--- src/hfc_pkg.sv ---
`timescale 1ns / 1ps

package hfc_pkg;

    localparam int KEY_W      = 32;
    localparam int OUT_W      = 32;
    localparam int HASH_STEPS = 2;
    localparam int STEP_W     = $clog2(HASH_STEPS);

    typedef struct packed {
        logic clear_write;
        logic load_key;
        logic hash_step;
        logic mem_read;
        logic update;
    } cmd_t;

    typedef struct packed {
        logic clear_last;
    } status_t;

endpackage

--- src/hfc_ctrl.sv ---
`timescale 1ns / 1ps

module hfc_ctrl (
    input  logic            clk,
    input  logic            rst_n,
    input  logic            start,
    input  hfc_pkg::status_t status,
    output hfc_pkg::cmd_t   cmd,
    output logic            busy
);

    import hfc_pkg::*;

    typedef enum logic [4:0] {
        S_CLEAR  = 5'b00001,
        S_IDLE   = 5'b00010,
        S_HASH   = 5'b00100,
        S_READ   = 5'b01000,
        S_UPDATE = 5'b10000
    } state_t;

    state_t state_reg;
    state_t state_next;
    logic [STEP_W-1:0] step_reg;
    logic [STEP_W-1:0] step_next;

    always_ff @(posedge clk or negedge rst_n)
    begin
        if (!rst_n)
        begin
            state_reg <= S_CLEAR;
            step_reg  <= '0;
        end
        else
        begin
            state_reg <= state_next;
            step_reg  <= step_next;
        end
    end

    always_comb
    begin
        state_next = state_reg;
        step_next  = step_reg;
        cmd        = '0;
        unique case (state_reg)
            S_CLEAR:
            begin
                cmd.clear_write = 1'b1;
                if (status.clear_last)
                begin
                    state_next = S_IDLE;
                end
            end
            S_IDLE:
            begin
                if (start)
                begin
                    cmd.load_key = 1'b1;
                    step_next    = '0;
                    state_next   = S_HASH;
                end
            end
            S_HASH:
            begin
                cmd.hash_step = 1'b1;
                step_next     = step_reg + 1'b1;
                if (step_reg == STEP_W'(HASH_STEPS - 1))
                begin
                    state_next = S_READ;
                end
            end
            S_READ:
            begin
                cmd.mem_read = 1'b1;
                state_next   = S_UPDATE;
            end
            S_UPDATE:
            begin
                cmd.update = 1'b1;
                state_next = S_IDLE;
            end
            default:
            begin
                state_next = S_IDLE;
            end
        endcase
    end

    assign busy = (state_reg != S_IDLE);

endmodule

--- config.mk ---
export PLATFORM = sky130hd
export DESIGN_NAME = hfc_ctrl
export DESIGN_NICKNAME = d
export VERILOG_FILES = /design/src/hfc_pkg.sv /design/src/hfc_ctrl.sv
export SDC_FILE = /design/constraint.sdc
export NUM_CORES = 1
export LEC_CHECK = 0
export BUFFER_PORTS_ARGS = -buffer_cell sky130_fd_sc_hd__buf_4
export CAP_MARGIN = 10
export CORE_AREA = 2 2 39 41
export DETAILED_ROUTE_END_ITERATION = 8
export DIE_AREA = 0 0 41 43
export GPL_TIMING_DRIVEN = 0
export SLEW_MARGIN = 20
export SYNTH_ARGS = -nofsm -noshare
export SYNTH_HDL_FRONTEND = slang
export SYNTH_SLANG_ARGS = --single-unit
--- constraint.sdc ---
create_clock -name clk -period 3.1 [get_ports clk]
set_clock_uncertainty 0.15 [all_clocks]
set_input_delay 0.465 -clock clk [delete_from_list [all_inputs] [get_ports clk]]
set_output_delay 0.465 -clock clk [all_outputs]
set_load 0.03 [all_outputs]
After elaboration in Yosys (flattened, before gate mapping). Index checks and enable logic that the tools add are counted.

Output and inout port bits: 6. Bits in registers: 6.

Muxes and demuxes: 12. Reduce and logical (&&, ||, !) cells: 3. Eq/ne operators: 9. $add $sub $neg: 1.

Operators with widths (number): case mux 5 bit (4 select lines) (1); two-way mux 5 bit (3); two-way mux 1 bit (7); inequality test 2 bit, second input constant (3); == test 5 x 1 -> 1 bit, second input constant (1); == test 5 x 2 -> 1 bit, second input constant (1); == test 5 x 3 -> 1 bit, second input constant (1); == test 5 x 4 -> 1 bit, second input constant (1); == test 5 bit, second input constant (1); inequality test 5 x 2 -> 1 bit, second input constant (1); AND reduction 3 bit (1); case mux 1 bit (2 select lines) (1); AND reduction 2 bit (1); nonzero test 2 bit (1); adder 1 bit, second input constant (1).

Depth between registers and ports, before layout. Gate-level depths: netlist (run 1).

Word-level depth: 3. Mapped depth: 4. Gate-level depth less buffers: 3.

Worst setup path after synthesis (run 1). Ideal clock, no wire load.

Kind: register to output. Start: reg state_reg[3]. End: out cmd[4] (netlist bit). Data arrival time: 1.617 ns. Slack: 0.868 ns. Stages on the path, launching flop included: 4. Data required time: 2.485 ns. Cell sequence: dfrtp_1 -> or3_1 -> buf_2 -> nor3b_1.

RTL lines: start: declaration (line hfc_ctrl.sv:22) `state_t state_reg;`; start signal: assignment (line hfc_ctrl.sv:36) `state_reg <= state_next;`; end: declaration (line hfc_ctrl.sv:8) `output hfc_pkg::cmd_t cmd,`.

==> key figures, run 1 <==
Finish
  • Max reg flops: 5
  • P&R area growth vs syn: 38.08%
  • Layout cells sized above 1: between 40% and 50%
  • Ant. Diodes: 0
  • Final nets: 52
  • Post-route cell area: 449.2 um2
  • Filler cells: about 150

Synthesis
  • Register area share after synthesis: approximately 47%
  • Cell Area, Synth: 325.3 um2
  • Synth unique cells: 22
  • Synth Instances: 33
  • Synthesized Nets: 37
  • Post-Syn Area per Cell: between 9 and 10 um2
  • Synth warn: 0
  • #FFs+latches synth: 6

Setup path
  • CP max FO: 5
  • CP Launch Type: flop
  • Data required, critical path: about 2.5 ns
  • Crit. End Element: output port
  • CP arrival: about 1.7 ns
  • Worst setup path class: flop to output port

STA
  • Max-slew violations: 0
  • Slew margin rel.: about four fifths
  • Setup-failing EPs final: 0
  • Fmax: 435.7 MHz
  • Final Hold Viols: 0
  • Period utilization: between 70 and 80%
  • Final setup margin: 0.8049 ns
  • Measured slew at the worst slew-check pin: roughly 0.33 ns
  • RSZ-0062 raised after global routing: false
  • Min Tclk post-route: 2.295 ns
  • Setup_tns: 0 ns

Routing
  • Met1 WL: ~300 um
  • 1st-iter DRT viols: 1
  • Post-Route WL: between 600 and 700 um
  • Detailed-route DRC error count: 0
  • Highest Signal Layer: met3
  • Met3 WL: about 38 um
  • Wire per inst: 9.968 um
  • Detail Route Antenna Nets: 0
  • 1st-pass router iterations: 3
  • Vias per inst: approximately 4.3
  • Via Count: ~270
  • DR WL met2: between 200 and 300 um

Global routing
  • Initial antenna violation count: 0
  • Overflow after GRT: 0
  • Vias in the first global route: around 230
  • Global-route wire length before repair: approximately 970 um
  • Total GRT Usage: ~8.6%
  • Pin count of the biggest net entering global routing: 7

Die
  • Num ports: 10
  • Core Region: approximately 1400 um2
  • Die extent in x: 41 um
  • Die area: ~1800 um2
  • Initial Utilization: about a quarter
  • Overall die height: between 40 and 50 um
  • # rows: 14

Clock tree
  • CTS resizes: 0
  • Worst-skew pair later-pin latency: around 0.25 ns
  • CTS tree: yes
  • Clock Path Buffers: 2
  • Root buf cell: clkbuf_4
  • Total CTS buffers: 3
  • Worst-path clk slew: around 0.040 ns
  • Htree depth: 1
  • Sink Count: 6

Power and ir drop
  • Total power: approximately 0.00039 W
  • Leakage: ~0.21 nW
  • Pwr Density: between 800 and 900 nW/um2
  • Clk network pwr share: 19.9%
  • Worst ir drop on vdd: 0.2780 mV
  • Register share of total power: 30.4%
  • Combinational share of power: between 40% and 50%
  • Switch share: between 30% and 40%
  • Switch Pwr: 0.0001550 W
  • P_int: about 0.00023 W

Run
  • # Max-Cap Violations: 0

Place
  • Placed cell areas: just over 400 um2
  • Dpl ws: between 1 and 1.5 ns
  • PortBufs: 9
  • Gpl congestion: a little under 0.7
  • Detailed Place HPWL: 494.5 um

Outcome
  • Status: finished, final reports clean

Hold path
  • Hold WC Path Type: input pin to flop
## layer usage
layer | up-vias | GRT usage, %
met2 | 8 | 9.688
met5 | - | 0
met3 | 0 | 3.141
met1 | 123 | 11.88
li1 | 142 | -
met4 | 0 | 8.000
## cells in the mapped netlist
library cell	number	area, um2
or3b_2	1	8.760
a21oi_1	1	5.000
dfstp_2	1	26.28
nand2_1	1	3.750
o21bai_1	1	7.510
dfrtp_1	5	125.1
and2_1	1	6.260
or3_1	1	6.260
or3_4	1	11.26
or2b_2	1	8.760
nor3_2	1	10.01
nor3_1	2	10.01
o21ai_0	2	10.01
inv_1	2	7.510
nor2_1	3	11.26
buf_2	1	5.000
nor3b_1	3	22.52
or2_4	1	8.760
buf_4	1	7.510
nand2b_1	1	6.260
a2bb2oi_1	1	8.760
o32ai_1	1	8.760
## what timing repair did
item,in CTS,in global routing
hold buffers,1,0
endpoints found under the hold margin,5,0
setup buffers,0,0
## final timing paths
| kind | slack [ns] | start | endpoint | cells past startpoint |
|---|---|---|---|---|
| min in group asynchronous | 0.41 | rst_n | state_reg[3] | 2 |
| setup / recovery | 0.80 | state_reg[1] | cmd[1] | 4 |
| hold / removal | 0.28 | start | state_reg[1] | 2 |
| setup reg to reg | 1.47 | state_reg[0] | state_reg[2] | 3 |
| hold reg to reg | 0.35 | step_reg | state_reg[3] | 1 |
| max in group asynchronous | 2.18 | rst_n | state_reg[0] | 2 |
## worst max-delay path: stages (launching register included)
cell,delay [ns]
dfrtp_1,0.40
or3_4,0.41
nor3b_1,0.32
buf_4,0.17
buf_4,0.14
## power by group through the flow
stage               clock network, W  registers, W  logic (W)
global placement                   0      0.000119   0.000192
global route               0.0000871      0.000123   0.000209
floorplan                          0      0.000115   0.000146
CTS                        0.0000807      0.000119   0.000195
finish                     0.0000775      0.000119   0.000194
detailed placement                 0      0.000120   0.000194
## area by class of cell
class	instances	area (um2)	area share, %
sequential	6	151.4	33.70
buffer	2	12.51	2.786
timing repair buffer	10	77.57	17.27
multi-input combinational	23	153.9	34.26
tap	16	20.02	4.457
clock buffer	4	26.28	5.850
inverter	2	7.507	1.671
## cells by family (layout without fill, tap and decap cells)
| group | count (synthesis) | in the layout | synth area share, % |
|---|---|---|---|
| AND/OR/NAND/NOR | 17 | 17 | 35.00 |
| AO/OA/AOI/OAI | 6 | 6 | 12.31 |
| flip-flops | 6 | 6 | 46.54 |
| buffers and inverters | 4 | 18 | 6.154 |
## per-stage QoR
step / hold slack [ns] / util (%) / instances
finish: 0.2779 / 32.46 / 63
global route: 0.2815 / 32.46 / 63
CTS: 0.2705 / 32.46 / 63
detailed placement: 0.1270 / 29.84 / 58
global placement: 0.1260 / 29.84 / 58
floorplan: 0.01941 / - / 33
## cells in the final DEF, fill, tap and decap left out
master / count
a21oi_1: 1
a2bb2oi_1: 1
and2_1: 1
buf_2: 1
buf_4: 10
clkbuf_1: 1
clkbuf_4: 3
dfrtp_1: 5
dfstp_2: 1
dlygate4sd3_1: 1
inv_1: 2
nand2_1: 1
nand2b_1: 1
nor2_1: 3
nor3_1: 2
nor3_2: 1
nor3b_1: 3
o21ai_0: 2
o21bai_1: 1
o32ai_1: 1
or2_4: 1
or2b_2: 1
or3_1: 1
or3_4: 1
or3b_2: 1
Note: power is estimated with default switching activity, not from simulation.
==> inputs of run 2 (changes only) <==
Clock period 3.1 ns to 1.9 ns, I/O delays scaled along.
==> run 2 against run 1 <==
Against the previous run:
- non-clock buffer count increased by 4
- first-iteration DRC count increased by 100%
- routed wire length increased by 12%
- cell count increased by 6.3%
- via count increased by 8.4%
- power increased by 93%
- design area increased by 16%
- sequential share of layout area decreased by 4.8 points
- global-route usage increased by 1.1 points
- critical path depth decreased by 1
- combinational power increased by 130%
- setup slack got worse by 0.78 ns
- largest cell class unchanged
==> key figures, run 2 (synthesis gave the netlist of run 1 again) <==
Die
  • Overall die height: 43 um (unchanged)
  • Initial Utilization: 23.51% (unchanged)
  • Die extent in x: 41 um (unchanged)
  • Core Region: 1384 um2 (unchanged)
  • Num ports: 10 (unchanged)
  • Die area: 1763 um2 (unchanged)
  • # rows: 14 (unchanged)

Clock tree
  • Clock Path Buffers: 2 (unchanged)
  • Sink Count: 6 (unchanged)
  • CTS tree: yes
  • Worst-skew pair later-pin latency: 0.25 ns (about the same)
  • Total CTS buffers: 3 (unchanged)
  • Root buf cell: clkbuf_4
  • Htree depth: 1 (unchanged)
  • Worst-path clk slew: 0.04 ns (about the same)

Finish
  • Layout cells sized above 1: 54.90% (+12 points)
  • P&R area growth vs syn: 60.77%
  • Commonest non-fill, non-tap cell in the layout: buf_4
  • Final nets: 56 (+7.7%)
  • Ant. Diodes: 0 (unchanged)
  • Max reg flops: 5 (unchanged)
  • Fin util: 37.79% (+5.3 points)
  • Post-route cell area: 523.0 um2 (+16%)
  • Most frequent cells in the layout: 12 x buf_4, 5 x dfrtp_1, 3 x clkbuf_4, 3 x buf_6
  • Filler cells: 147 (-2.6%)

Routing
  • Detail Route Antenna Nets: 0 (unchanged)
  • Detailed-route DRC error count: 0 (unchanged)
  • Wire per inst: 10.46 um (+5.0%)
  • Via Count: 296 (+8.4%)
  • Vias per inst: 4.418 (+2.0%)
  • 1st-iter DRT viols: 2 (+1)
  • Post-Route WL: 701 um (+12%)
  • 1st-pass router iterations: 4 (+1)

STA
  • Setup-failing EPs final: 0 (unchanged)
  • Max-slew violations: 0 (unchanged)
  • Period utilization: roughly 99%
  • Final setup margin: 0.02394 ns (-0.7810 ns)
  • Slew margin rel.: 83.62% (+5.5 points)
  • Setup_tns: 0 ns (unchanged)
  • Min Tclk post-route: 1.876 ns
  • Measured slew at the worst slew-check pin: 0.2449 ns (-0.08205 ns)
  • Final Hold Viols: 0 (unchanged)
  • Fmax: about 530 MHz
  • Worst hold slack: 0.1024 ns (-0.1755 ns)
  • RSZ-0062 raised after global routing: true

Global routing
  • Vias in the first global route: 285 (+23%)
  • Total GRT Usage: 9.717% (+1.1 points)
  • Pin count of the biggest net entering global routing: 7 (unchanged)
  • Global-route wire length before repair: 1.138 mm (+17%)
  • Overflow after GRT: 0 (unchanged)
  • Initial antenna violation count: 0 (unchanged)

Power and ir drop
  • Leakage: 0.2370 nW (+14%)
  • Pwr Density: 1441 nW/um2 (+66%)
  • Worst ir drop on vdd: 0.8861 mV (+220%)

Setup path
  • CP arrival: 1.44 ns (-0.24 ns)
  • Crit. End Element: output port
  • Worst setup path class: flop to output port
  • Data required, critical path: 1.46 ns (-1.02 ns)
  • CP Launch Type: flop
  • CP max FO: 6 (+1)

Hold path
  • Hold WC Path Type: input pin to flop

Place
  • PortBufs: 9 (unchanged)
  • Gpl congestion: 0.7096 (+2.2%)
  • Detailed Place HPWL: 487.6 um (-1.4%)
  • Dpl ws: 0.04310 ns (-1.027 ns)
  • Placed cell areas: 417.9 um2 (+1.2%)

Run
  • # Max-Cap Violations: 0 (unchanged)

Outcome
  • Status: finished, final reports clean
-- run 2: cell count changes in the layout (fill, tap and decap cells not counted), sizes merged --
cell,before,now
buf,11,15
-- run 2: power by group --
group / internal (W) / total (W) / leakage (nW) / switching (W)
clock network: 0.0000796 / 0.000127 / 0.0150 / 0.0000473
registers: 0.000161 / 0.000179 / 0.0747 / 0.0000176
logic: 0.000215 / 0.000448 / 0.147 / 0.000232
total: 0.000456 / 0.000754 / 0.237 / 0.000297
-- run 2: final timing paths --
path / depth (start not counted) / slack [ns] / startpoint / to
setup reg to reg: 3 / 0.27 / state_reg[0] / state_reg[2]
max in group asynchronous: 2 / 1.16 / rst_n / state_reg[0]
setup / recovery: 3 / 0.02 / state_reg[2] / busy
hold reg to reg: 1 / 0.36 / step_reg / state_reg[3]
min in group asynchronous: 2 / 0.23 / rst_n / state_reg[3]
hold / removal: 2 / 0.10 / start / state_reg[1]
-- run 2: layout make-up --
type / instances / area [um2] / area share (%)
Tap cell: 16 / 20.02 / 3.828
Clock buffer: 4 / 26.28 / 5.024
Sequential cell: 6 / 151.4 / 28.95
Multi-Input combinational cell: 23 / 183.9 / 35.17
Timing Repair Buffer: 16 / 133.9 / 25.60
Inverter: 2 / 7.507 / 1.435
-- run 2: worst max-delay path, cell delays in order, from the launching register on --
cell and delay [ns]:
dfrtp_1 0.37, or3_4 0.44, or2_4 0.25, buf_6 0.14
-- run 2: stage by stage --
stage	cells	power, W
after CTS	66	0.0007255
after detailed placement	58	0.0005149
after global routing	67	0.0008010
after floorplan	33	0.0004296
after global placement	58	0.0005120
final	67	0.0007536
-- run 2: layer usage --
layer / global-route usage (%) / share of wire [%] / vias to the layer above
li1: - / - / 153
met2: 14.06 / 49 / 9
met4: 4.000 / 0 / 0
met5: 0 / 0 / -
met3: 3.141 / 5.8 / 0
met1: 12.87 / 45 / 134
-- run 2: repair_timing --
action | in CTS | in global routing
hold buffers | 1 | 0
buffers inserted | 5 | 1
hold endpoints to repair | 6 | 0
pin swaps | 3 | 4
setup endpoints to repair | 5 | 4
resized for setup | 5 | 3
